[src/hw/rtl/ilid_pkg.sv]
// shared types and constants for the indexed list block
// no dependencies
package ilid_pkg;

	typedef logic signed [31:0] value_t;
	typedef logic [1:0]         cmd_t;
	typedef logic [3:0]         pos_t;

	localparam cmd_t CMD_FRONT  = 2'd0;
	localparam cmd_t CMD_BACK   = 2'd1;
	localparam cmd_t CMD_REMOVE = 2'd2;

	typedef enum logic {
		ST_IDLE,
		ST_DUMP
	} state_t;

	typedef enum logic [2:0] {
		CELL_HOLD,
		CELL_FRONT,
		CELL_BACK,
		CELL_REMOVE,
		CELL_ROTATE
	} cell_op_t;

	// broadcast from the controller to every cell
	typedef struct packed {
		cell_op_t op;
		value_t   value;
	} cell_ctl_t;

	// dump status from the controller to the result channel
	typedef struct packed {
		logic valid;
		logic present;
		logic last;
		logic rejected;
	} dump_st_t;

endpackage

[src/hw/rtl/ilid_req_if.sv]
// request channel: command, value and position with valid/ready
// depends on ilid_pkg
interface ilid_req_if;
	import ilid_pkg::*;

	logic   valid;
	logic   ready;
	cmd_t   command;
	value_t value;
	pos_t   position;

	modport source (output valid, output command, output value, output position, input ready);
	modport sink   (input valid, input command, input value, input position, output ready);
endinterface

[src/hw/rtl/ilid_rsp_if.sv]
// result channel: one list entry per transfer with valid/ready
// depends on ilid_pkg
interface ilid_rsp_if;
	import ilid_pkg::*;

	logic   valid;
	logic   ready;
	value_t element;
	logic   present;
	logic   last;
	logic   rejected;

	modport source (output valid, output element, output present, output last,
		output rejected, input ready);
	modport sink   (input valid, input element, input present, input last,
		input rejected, output ready);
endinterface

[src/hw/rtl/ilid_cell.sv]
// one list slot: holds an entry and takes a neighbor's entry on shifts
// depends on ilid_pkg
module ilid_cell #(
	parameter int INDEX = 0,
	parameter int CNT_W = 5
) (
	input  logic                clk,
	input  ilid_pkg::cell_ctl_t ctl,
	input  logic [CNT_W-1:0]    count,
	input  logic [CNT_W-1:0]    pos,
	input  ilid_pkg::value_t    left,
	input  ilid_pkg::value_t    right,
	input  ilid_pkg::value_t    first,
	output ilid_pkg::value_t    data
);
	import ilid_pkg::*;

	localparam logic [CNT_W-1:0] MY_IDX = CNT_W'(INDEX);
	localparam logic [CNT_W-1:0] MY_NXT = CNT_W'(INDEX + 1);

	value_t data_q;
	value_t data_d;

	always_comb begin
		data_d = data_q;
		case (ctl.op)
			CELL_FRONT: begin
				data_d = left;
			end
			CELL_BACK: begin
				if (MY_IDX == count) begin
					data_d = ctl.value;
				end
			end
			CELL_REMOVE: begin
				if (MY_IDX >= pos) begin
					data_d = right;
				end
			end
			CELL_ROTATE: begin
				// tail of the list wraps around to the head entry
				if (MY_NXT == count) begin
					data_d = first;
				end else if (MY_IDX < count) begin
					data_d = right;
				end
			end
			default: begin
				data_d = data_q;
			end
		endcase
	end

	always_ff @(posedge clk) begin
		data_q <= data_d;
	end

	assign data = data_q;
endmodule

[src/hw/rtl/ilid_ctrl.sv]
// request decode, fill count and dump sequencing for the cell chain
// depends on ilid_pkg
module ilid_ctrl #(
	parameter int CAPACITY = 16,
	parameter int CNT_W    = 5
) (
	input  logic                clk,
	input  logic                arst_n,
	input  logic                in_fire,
	input  ilid_pkg::cmd_t      command,
	input  ilid_pkg::value_t    value,
	input  ilid_pkg::pos_t      position,
	input  logic                out_fire,
	output logic                in_ready,
	output ilid_pkg::cell_ctl_t ctl,
	output logic [CNT_W-1:0]    count,
	output logic [CNT_W-1:0]    pos,
	output ilid_pkg::dump_st_t  st
);
	import ilid_pkg::*;

	localparam int CMP_W = (CNT_W > 4) ? CNT_W : 4;
	localparam logic [CNT_W-1:0] CAP = CNT_W'(CAPACITY);

	state_t           state_q, state_d;
	logic [CNT_W-1:0] count_q, count_d;
	logic [CNT_W-1:0] idx_q, idx_d;
	logic             rej_q, rej_d;
	logic [CMP_W-1:0] pos_w;
	logic [CMP_W-1:0] count_w;
	logic             full;
	logic             last;

	assign pos_w   = CMP_W'(position);
	assign count_w = CMP_W'(count_q);
	assign full    = (count_q == CAP);
	assign last    = (count_q == '0) || ((idx_q + CNT_W'(1)) == count_q);

	always_comb begin
		state_d   = state_q;
		count_d   = count_q;
		idx_d     = idx_q;
		rej_d     = rej_q;
		ctl.op    = CELL_HOLD;
		ctl.value = value;
		case (state_q)
			ST_IDLE: begin
				if (in_fire) begin
					state_d = ST_DUMP;
					idx_d   = '0;
					rej_d   = 1'b0;
					case (command)
						CMD_FRONT, CMD_BACK: begin
							if (full) begin
								rej_d = 1'b1;
							end else begin
								ctl.op  = (command == CMD_FRONT) ? CELL_FRONT : CELL_BACK;
								count_d = count_q + CNT_W'(1);
							end
						end
						CMD_REMOVE: begin
							if (pos_w >= count_w) begin
								rej_d = 1'b1;
							end else begin
								ctl.op  = CELL_REMOVE;
								count_d = count_q - CNT_W'(1);
							end
						end
						default: begin
							rej_d = 1'b1;
						end
					endcase
				end
			end
			ST_DUMP: begin
				if (out_fire) begin
					// rotating once per transfer leaves the order intact after the dump
					ctl.op = CELL_ROTATE;
					idx_d  = idx_q + CNT_W'(1);
					if (last) begin
						state_d = ST_IDLE;
					end
				end
			end
			default: begin
				state_d = ST_IDLE;
			end
		endcase
	end

	always_ff @(posedge clk or negedge arst_n) begin
		if (!arst_n) begin
			state_q <= ST_IDLE;
			count_q <= '0;
			idx_q   <= '0;
			rej_q   <= 1'b0;
		end else begin
			state_q <= state_d;
			count_q <= count_d;
			idx_q   <= idx_d;
			rej_q   <= rej_d;
		end
	end

	assign in_ready    = (state_q == ST_IDLE);
	assign count       = count_q;
	assign pos         = pos_w[CNT_W-1:0];
	assign st.valid    = (state_q == ST_DUMP);
	assign st.present  = (count_q != '0);
	assign st.last     = last;
	assign st.rejected = rej_q;

	a_count_bound: assert property (@(posedge clk) disable iff (!arst_n)
		count_q <= CAP)
		else $error("fill count above capacity");

	a_one_side: assert property (@(posedge clk) disable iff (!arst_n)
		!(in_ready && st.valid))
		else $error("request taken while a dump is open");

	a_dump_ends: assert property (@(posedge clk) disable iff (!arst_n)
		out_fire && last |=> in_ready)
		else $error("dump did not close after the final transfer");

	a_unused_cmd: assert property (@(posedge clk) disable iff (!arst_n)
		in_fire && command != CMD_FRONT && command != CMD_BACK && command != CMD_REMOVE
		|=> st.rejected && $stable(count_q))
		else $error("unused command changed the list");

	a_count_step: assert property (@(posedge clk) disable iff (!arst_n)
		!in_fire |=> $stable(count_q))
		else $error("fill count moved without a request");
endmodule

[src/hw/rtl/indexed_list_insert_delete.sv]
// top level: controller plus a chain of list cells
// depends on ilid_pkg, ilid_req_if, ilid_rsp_if, ilid_cell, ilid_ctrl
//
//  channel  modport  carries                         per transfer
//  req      sink     command, value, position        one request
//  rsp      source   element, present, last, rejected one list entry
//
// a request is taken in a single handshake; its dump then gives max(count, 1) result
// transfers, one per cycle when rsp.ready is high, a pace set by the single result port
// reading cell 0 while the chain rotates. req.ready is low for the whole dump; a stall
// on rsp simply holds the chain. reset empties the list, entry contents are not cleared.
module indexed_list_insert_delete #(
	parameter int CAPACITY = 16
) (
	input logic       clk,
	input logic       arst_n,
	ilid_req_if.sink  req,
	ilid_rsp_if.source rsp
);
	import ilid_pkg::*;

	localparam int CNT_W = $clog2(CAPACITY + 1);

	cell_ctl_t        ctl;
	dump_st_t         st;
	logic [CNT_W-1:0] count;
	logic [CNT_W-1:0] pos;
	logic             in_fire;
	logic             out_fire;
	value_t           data  [CAPACITY];
	value_t           left  [CAPACITY];
	value_t           right [CAPACITY];

	assign in_fire  = req.valid && req.ready;
	assign out_fire = rsp.valid && rsp.ready;

	ilid_ctrl #(
		.CAPACITY (CAPACITY),
		.CNT_W    (CNT_W)
	) u_ctrl (
		.clk      (clk),
		.arst_n   (arst_n),
		.in_fire  (in_fire),
		.command  (req.command),
		.value    (req.value),
		.position (req.position),
		.out_fire (out_fire),
		.in_ready (req.ready),
		.ctl      (ctl),
		.count    (count),
		.pos      (pos),
		.st       (st)
	);

	for (genvar i = 0; i < CAPACITY; i++) begin : g_cell
		if (i == 0) begin : g_head
			assign left[i] = ctl.value;
		end else begin : g_body
			assign left[i] = data[i-1];
		end
		if (i == CAPACITY - 1) begin : g_tail
			assign right[i] = data[i];
		end else begin : g_inner
			assign right[i] = data[i+1];
		end

		ilid_cell #(
			.INDEX (i),
			.CNT_W (CNT_W)
		) u_cell (
			.clk   (clk),
			.ctl   (ctl),
			.count (count),
			.pos   (pos),
			.left  (left[i]),
			.right (right[i]),
			.first (data[0]),
			.data  (data[i])
		);
	end

	assign rsp.valid    = st.valid;
	assign rsp.element  = st.present ? data[0] : '0;
	assign rsp.present  = st.present;
	assign rsp.last     = st.last;
	assign rsp.rejected = st.rejected;
endmodule
[src/flat_wrapper.sv]
// flat-port wrapper written by rule: the top's interface ports become plain ports
module indexed_list_insert_delete_flat import ilid_pkg::*;
#(
	parameter int CAPACITY = 16
)
  (clk, arst_n, req_valid, req_command, req_value, req_position, req_ready, rsp_valid, rsp_element, rsp_present, rsp_last, rsp_rejected, rsp_ready);
  ilid_req_if req_i ();
  ilid_rsp_if rsp_i ();
  input logic clk;
  input logic arst_n;
  input wire logic [$bits(req_i.valid)-1:0] req_valid;
  input wire logic [$bits(req_i.command)-1:0] req_command;
  input wire logic [$bits(req_i.value)-1:0] req_value;
  input wire logic [$bits(req_i.position)-1:0] req_position;
  output wire logic [$bits(req_i.ready)-1:0] req_ready;
  output wire logic [$bits(rsp_i.valid)-1:0] rsp_valid;
  output wire logic [$bits(rsp_i.element)-1:0] rsp_element;
  output wire logic [$bits(rsp_i.present)-1:0] rsp_present;
  output wire logic [$bits(rsp_i.last)-1:0] rsp_last;
  output wire logic [$bits(rsp_i.rejected)-1:0] rsp_rejected;
  input wire logic [$bits(rsp_i.ready)-1:0] rsp_ready;
  assign req_i.valid = req_valid;
  assign req_i.command = req_command;
  assign req_i.value = req_value;
  assign req_i.position = req_position;
  assign req_ready = req_i.ready;
  assign rsp_valid = rsp_i.valid;
  assign rsp_element = rsp_i.element;
  assign rsp_present = rsp_i.present;
  assign rsp_last = rsp_i.last;
  assign rsp_rejected = rsp_i.rejected;
  assign rsp_i.ready = rsp_ready;
  indexed_list_insert_delete #(.CAPACITY(CAPACITY)) u_core (.clk(clk), .arst_n(arst_n), .req(req_i), .rsp(rsp_i));
endmodule
[config.mk]
export PLATFORM = sky130hd
export DESIGN_NAME = indexed_list_insert_delete_flat
export DESIGN_NICKNAME = d
export VERILOG_FILES = /design/src/hw/rtl/ilid_pkg.sv /design/src/hw/rtl/ilid_req_if.sv /design/src/hw/rtl/ilid_rsp_if.sv /design/src/hw/rtl/ilid_cell.sv /design/src/hw/rtl/ilid_ctrl.sv /design/src/hw/rtl/indexed_list_insert_delete.sv /design/src/flat_wrapper.sv
export SDC_FILE = /design/constraint.sdc
export NUM_CORES = 1
export LEC_CHECK = 0
export ABC_AREA = 1
export BUFFER_PORTS_ARGS = -buffer_cell sky130_fd_sc_hd__buf_4
export CAP_MARGIN = 40
export CORE_ASPECT_RATIO = 2
export CORE_MARGIN = 5
export CORE_UTILIZATION = 42
export CTS_CLUSTER_SIZE = 10
export DETAILED_ROUTE_END_ITERATION = 12
export PLACE_DENSITY = 0.57
export SETUP_SLACK_MARGIN = 0.4
export SLEW_MARGIN = 40
export SYNTH_ARGS = -nofsm -noshare
export SYNTH_HDL_FRONTEND = slang
export SYNTH_SLANG_ARGS = --single-unit
[constraint.sdc]
create_clock -name clk -period 4.7 [get_ports clk]
set_input_delay 0.47 -clock clk [delete_from_list [all_inputs] [get_ports clk]]
set_output_delay 0.47 -clock clk [all_outputs]
set_load 0.01 [all_outputs]
# Word level (Yosys, flattened, before mapping)

Index checks and enable logic that the tools add are counted.

Register bits: 524
Output and inout port bits: 37

Bitwise gates (word level): 1
Reduce and logical (&&, ||, !) cells: 29
$add $sub $neg: 3
Mux-type cells: 99
Equality and inequality tests: 76
Magnitude comparators: 31

Operators by type and width:

| operator                                                               | count |
|---|---|
| 32-bit two-way mux                                                     | 63 |
| 32-bit one-hot mux with 4 select lines                                 | 15 |
| 32-bit one-hot mux with 3 select lines                                 | 1 |
| 2-bit inequality test (second input constant)                          | 37 |
| 4-bit AND reduction                                                    | 14 |
| 3-bit inequality test (second input constant)                          | 14 |
| 4-bit by 5-bit equality test with 1-bit output (first input constant)  | 8 |
| 4-bit by 5-bit < comparator with 1-bit output (first input constant)   | 7 |
| 4-bit >= comparator (first input constant)                             | 7 |
| 3-bit by 5-bit equality test with 1-bit output (first input constant)  | 4 |
| 3-bit by 5-bit < comparator with 1-bit output (first input constant)   | 4 |
| 5-bit two-way mux                                                      | 4 |
| 5-bit one-hot mux with 2 select lines                                  | 2 |
| 3-bit by 4-bit >= comparator with 1-bit output (first input constant)  | 4 |
| 5-bit by 1-bit adder with 5-bit output (second input constant)         | 2 |
| 2-bit by 5-bit equality test with 1-bit output (first input constant)  | 2 |
| 1-bit by 5-bit < comparator with 1-bit output (first input constant)   | 2 |
| 2-bit by 5-bit < comparator with 1-bit output (first input constant)   | 2 |
| 5-bit AND reduction                                                    | 2 |
| 1-bit by 4-bit >= comparator with 1-bit output (first input constant)  | 2 |
| 2-bit by 4-bit >= comparator with 1-bit output (first input constant)  | 2 |
| 2-bit two-way mux                                                      | 4 |
| 3-bit by 2-bit equality test with 1-bit output (second input constant) | 2 |
| 3-bit one-hot mux with 2 select lines                                  | 1 |
| 27 further kinds                                                       | 34 |

# Longest topological paths before layout

Depth in word-level cells: 9
Gate-level depth with buffers: 14
Gate-level depth less buffers: 13

# Modules after synthesis

From an unflattened synthesis, not the netlist that was laid out.

Cells, all modules: 7,164
Area total of the unflattened synthesis: 46,075.4 sq um

By module, submodules not included:

| module                               | area each (sq um) | cells an instance | instances |
|---|---|---|---|
| ilid_cell (u_core.g_cell[11].u_cell) | 3,148.0           | 441               | 1 |
| ilid_cell (u_core.g_cell[8].u_cell)  | 2,856.5           | 446               | 1 |
| ilid_cell (u_core.g_cell[14].u_cell) | 2,832.7           | 440               | 1 |
| ilid_cell (u_core.g_cell[3].u_cell)  | 2,824.0           | 442               | 1 |
| ilid_cell (u_core.g_cell[5].u_cell)  | 2,824.0           | 444               | 1 |
| ilid_cell (u_core.g_cell[9].u_cell)  | 2,815.2           | 442               | 1 |
| ilid_cell (u_core.g_cell[2].u_cell)  | 2,806.4           | 444               | 1 |
| ilid_cell (u_core.g_cell[7].u_cell)  | 2,802.7           | 440               | 1 |
| ilid_cell (u_core.g_cell[1].u_cell)  | 2,793.9           | 444               | 1 |
| ilid_cell (u_core.g_cell[15].u_cell) | 2,790.2           | 440               | 1 |
| ilid_cell (u_core.g_cell[0].u_cell)  | 2,786.4           | 442               | 1 |
| ilid_cell (u_core.g_cell[4].u_cell)  | 2,777.7           | 443               | 1 |
| ilid_cell (u_core.g_cell[13].u_cell) | 2,733.9           | 440               | 1 |
| ilid_cell (u_core.g_cell[10].u_cell) | 2,720.1           | 440               | 1 |
| 4 more rows                          | --                | --                | -- |

# Least setup slack after synthesis

Ideal clock, no wire load.

Path kind: reg2reg
Start point: register u_core.u_ctrl.count_q[1] (netlist: u_core.u_ctrl.count[1])
End point: register u_core.g_cell[15].u_cell.data_q[0], enable pin
Cell stages (with the launch flop): 14
Clock period less this slack: 3,701 ps
Library setup time: 432 ps
Slack: 999 ps
Arrival time: 3,269 ps
Cell sequence: dfrtp_1 -> inv_1 -> ha_1 -> nand2_1 -> inv_1 -> nand2_1 -> nand2_1 -> nand2_1 -> nand3_1 -> nand4_1 -> inv_2 -> buf_6 -> nand2_1 -> a21oi_1

Longest elaborated chain between the ends: 8
Elaborated cells on any way between the ends: 16
Those cells by class: 1 x order compare; 8 x eq/ne; 5 x mux; 2 x reduce/logical

Ends and longest elaborated chain:

| element                                                                               | RTL line                                          | RTL |
|---|---|---|
| start: declaration                                                                    | ilid_ctrl.sv:26                                   | `logic [CNT_W-1:0] count_q, count_d;` |
| start signal: assignment                                                              | ilid_ctrl.sv:99                                   | `count_q <= count_d;` |
| 4-bit by 5-bit >= comparator with 1-bit output or 5-bit equality test (tied branches) | ilid_ctrl.sv:62, ilid_cell.sv:42, ilid_ctrl.sv:36 |  |
| 2-bit two-way mux, on equally long branches                                           | ilid_ctrl.sv:62, ilid_ctrl.sv:54                  |  |
| 2-bit one-hot mux with 2 select lines                                                 | ilid_ctrl.sv:52                                   | `case (command)` |
| 2-bit two-way mux                                                                     | ilid_ctrl.sv:48                                   | `if (in_fire) begin` |
| 3-bit one-hot mux with 2 select lines                                                 | ilid_ctrl.sv:46                                   | `case (state_q)` |
| 3-bit by 2-bit equality test with 1-bit output (tied with other cells)                | ilid_cell.sv:26                                   | `case (ctl.op)` |
| 2-bit inequality test (no line) or 3-bit nonzero test (tied branches)                 | --                                                |  |
| 3-bit AND reduction (no line) (*)                                                     | --                                                |  |
| end signal: assignment                                                                | ilid_cell.sv:55                                   | `data_q <= data_d;` |
| end: declaration                                                                      | ilid_cell.sv:21                                   | `value_t data_q;` |

Mark *: on every way between the ends. The rest lies on a longest branch, timed or not.
A chain may end at the register's enable or synchronous reset.

# Final worst setup path

Start point: register u_core.u_ctrl.count_q[2] (netlist: u_core.u_ctrl.count[2])
End point: register u_core.g_cell[5].u_cell.data_q[5], enable pin

Longest elaborated chain between the ends: 8
Elaborated cells on any way between the ends: 19
Those cells by class: 2 x order compare; 10 x eq/ne; 5 x mux; 2 x reduce/logical

Ends and longest elaborated chain:

| element                                                                               | RTL line |
|---|---|
| 4-bit by 5-bit >= comparator with 1-bit output or 5-bit equality test (tied branches) | ilid_ctrl.sv:62, ilid_ctrl.sv:36 |
| 2-bit two-way mux, on equally long branches                                           | ilid_ctrl.sv:62, ilid_ctrl.sv:54 |
| 2-bit one-hot mux with 2 select lines                                                 | ilid_ctrl.sv:52 |
| 2-bit two-way mux                                                                     | ilid_ctrl.sv:48 |
| 3-bit one-hot mux with 2 select lines                                                 | ilid_ctrl.sv:46 |
| 3-bit equality test (tied with other cells)                                           | ilid_cell.sv:26 |
| 3-bit inequality test (no line) (tied with other cells)                               | -- |
| 4-bit AND reduction (no line) (*)                                                     | -- |
| end signal: assignment                                                                | ilid_cell.sv:55 |
| end: declaration                                                                      | ilid_cell.sv:21 |

Marked as above.

==> reports/metrics.csv <==
stage,metric,value,unit
outcome,status,completed,
route,drc,0,
clock_network,clkLatencyLatePin,0.63,ns
synthesis,synthXorXnorAreaFrac,0.371,%
worst_setup_path,r2r-start,u_core.u_ctrl.count[2]$_DFFE_PN0P_,
worst_setup_path,cp.required,4.95,ns
timing,finalHoldViolCount,0,
synthesis,synth_edf_count,512,
synthesis,seq_area_frac_synth,51.1,%
placed_design,gp_congestion,0.878,
synthesis,postSynthCellCount,3534,
global_route,overflow,0,
timing,drv_slew,0,
synthesis,synth_cell_type_count,32,
clock_network,cts_sinks,524,
synthesis,ys_async_sr_fraction,2.29,%
route,firstDrtPassIters,8,
power,vdd_drop_max,0.698,mV
layout,nets,3461,
placed_design,dpl.hpwl,65000,um
worst_setup_path,cpMaxStageDelayCell,dfrtp_1,
global_route,grt_pass1_wl,175000,um
layout,syn_to_final_growth,9.34,%
worst_setup_path,critPathCapture,u_core.g_cell[5].u_cell.data[5]$_DFFE_PP_,
layout,drive_gt1_share,8.27,%
clock_network,clk_transition_reported_paths,0.06,ns
route,wl_per_cell,27.2,um
synthesis,synth-compound-area-share,15.0,%
timing,rsz0062_at_grt,no,
worst_setup_path,r2r_slack,0.76,ns
synthesis,synth_adder_area_share,0.448,%
die,core,0.0727,mm2
layout,final_cell_mix,"nand3_1, nand2_1, edfxtp_1",
layout,n_fill_cell,6918,
route,via_per_inst,6.83,
layout,seq_area,0.0157,mm2
timing,hold_slack,0.112,ns
worst_setup_path,critPathMaxStageDelay,0.60,ns
placed_design,port_buffers,78,
worst_setup_path,critPathCaptureType,flip-flop,
global_route,grt_usage,28.3,%
synthesis,syn_area,0.0307,mm2
die,rows,140,
worst_setup_path,path_cells,"inv_2, ha_1, a21oi_1, nand2_1, nand2_1, nand3_1, nand2_1, nand2_8, nand3_1, nand2_1, nor2_4, buf_6",
worst_setup_path,critPathLaunch,u_core.u_ctrl.count[2]$_DFFE_PN0P_,
route,vias,29700,
timing,worstMarginPinSlew,0.996,ns
timing,slew_headroom,33.6,%
clock_network,cts_buffers,58,
worst_setup_path,crit_top_cell,nand2_1,
layout,layout_commonest_cell,nand3_1,
die,io_pins,79,
global_route,grt_max_degree,166,
worst_setup_path,r2r_cells,12,
clock_network,clock_path_buffers,3,
layout,diodes,0,
die,start_util,42.2,%
hold_path,worstHoldPathType,input port to flip-flop,
synthesis,avgSynthCellArea,8.68,um2
synthesis,synth_fp_nets,3587,
worst_setup_path,crit_path_start_kind,flip-flop,
timing,finalCriticalPeriod,3.94,ns
route,drtAntennaViolNets,0,
worst_setup_path,critPathArrivalTime,4.19,ns
timing,setup_viol,0,
timing,fin_crit_sh,83.7,%
clock_network,cts_htree_levels,2,
synthesis,muxShareOfSynthArea,0,%
synthesis,synth_top_family_by_area,simple AND/OR/NAND/NOR gates,
layout,multiInputGateArea,0.0133,mm2
worst_setup_path,crit_type,flip-flop to flip-flop,
power,cellLeakagePower,12.3,nW
timing,setup_tns,0,ns
worst_setup_path,path_delay_family,simple AND/OR/NAND/NOR gates,
power,power_density,772,mW/mm2
clock_network,cts_tree,done,
worst_setup_path,crit_cells,12,
synthesis,synthFlopType,edfxtp_1,
die,die_w,201,um
die,die_h,392,um
worst_setup_path,critPathMaxFanout,41,
clock_network,cts_root_buffer,clkbuf_16,
global_route,grt_pass1_vias,29000,
global_route,grt_antenna_before_repair,0,
timing,skew,0.0203,ns
run,maxCapViolCount,0,
worst_setup_path,crit_buf_inv,2,
die,dieArea,0.0789,mm2
route,drt_wl_total,118000,um
synthesis,synth.yosys.warnings,0,
worst_setup_path,reg2reg_to,u_core.g_cell[5].u_cell.data[5]$_DFFE_PP_,
synthesis,ys_ff_latch,524,
route,drt_iter0_drc,3967,
timing,fmax,254,MHz
synthesis,synth-simple-area-share,26.7,%
-- tightest hold or removal path, stage by stage --
cell and delay (ns):
buf_4 0.08, nor2_1 0.04, a21oi_1 0.10
-- cells in the mapped netlist, drive strengths merged, types with 12 or more instances --
| cell | number | area [um2] |
|---|---|---|
| nand3 | 755 | 3780 |
| o21ai | 220 | 1100 |
| edfxtp | 512 | 15400 |
| inv | 78 | 293 |
| clkbuf | 148 | 556 |
| a21oi | 326 | 1630 |
| nand4 | 259 | 1640 |
| a22oi | 49 | 368 |
| buf | 185 | 976 |
| clkinv | 33 | 124 |
| nand2 | 552 | 2190 |
| o22ai | 162 | 1010 |
| nor2 | 149 | 577 |
| dfrtp | 12 | 300 |
| o211ai | 66 | 495 |
-- layout make-up --
type	count	area share, %
Multi-Input combinational cell	2566	39.7
Inverter	111	1.28
Sequential cell	524	46.7
Clock inverter	4	0.108
Timing Repair Buffer	147	4.28
Clock buffer	70	4.52
Tap cell	923	3.44
-- cells by family (layout without fill, tap and decap cells) --
family	after synthesis	count (layout)
fa+ha+maj	11	11
flops	524	524
xor+xnor	13	13
buf+inv	444	332
compound gates	824	824
simple gates	1718	1718
-- sequential cells by signal (all words and copies together) (netlist names) --
name	flops
u_core.u_ctrl.rej_q	1
u_core.u_ctrl.state_q	1
u_core.g_cell.u_cell.data	512
u_core.u_ctrl.idx_q	5
u_core.u_ctrl.count	5
-- per-layer routing --
metal / vias up / routed length (um) / GRT usage (%) / part of all wire (%)
li1: 12900 / - / - / -
met1: 14500 / 43200 / 33.8 / 37
met2: 1891 / 57800 / 49.2 / 49
met3: 391 / 9610 / 4.04 / 8.1
met4: 0 / 7290 / 15.7 / 6.2
met5: - / 0 / 0 / 0
-- per-stage QoR --
step           instances  worst slack, ns  util [%]  instance area (um2)  total power [mW]
2_1_floorplan       3534            0.999         -                30700              17.2
3_3_place_gp        4261            0.658      43.8                31800              21.0
3_5_place_dp        4263            0.627      43.9                31900              21.4
4_1_cts             4338            0.621      46.0                33500              25.6
5_1_grt             4345            0.528      46.2                33600              27.2
6_report            4345            0.764      46.2                33600              25.9
-- what timing repair did --
action / CTS / global route
hold endpoints to repair: 12 / 0
setup endpoints to repair: 0 / 59
gates resized for setup: 0 / 1
setup buffers: 0 / 7
hold buffers: 1 / 0
-- worst min path at each step --
| stage | start | endpoint | slack [ns] | cells past startpoint |
|---|---|---|---|---|
| global route | req_valid | u_core.u_ctrl.state_q$_DFF_PN0_ | 0.12 | 3 |
| finish | req_valid | u_core.u_ctrl.state_q$_DFF_PN0_ | 0.11 | 3 |
| floorplan | arst_n | u_core.u_ctrl.count[0]$_DFFE_PN0P_ | 0.17 | 0 |
| detailed placement | arst_n | u_core.u_ctrl.state_q$_DFF_PN0_ | 0.33 | 1 |
| global placement | arst_n | u_core.u_ctrl.state_q$_DFF_PN0_ | 0.33 | 1 |
| CTS | req_valid | u_core.u_ctrl.state_q$_DFF_PN0_ | 0.10 | 3 |
-- power breakdown --
part	internal, mW	switching, mW	leakage [nW]	total, mW
Combinational	3.62	7.16	6.42	10.8
Sequential	9.03	1.91	5.13	10.9
Clock	2.24	1.95	0.758	4.19
Total	14.9	11.0	12.3	25.9
(Power assumes the default switching activity.)
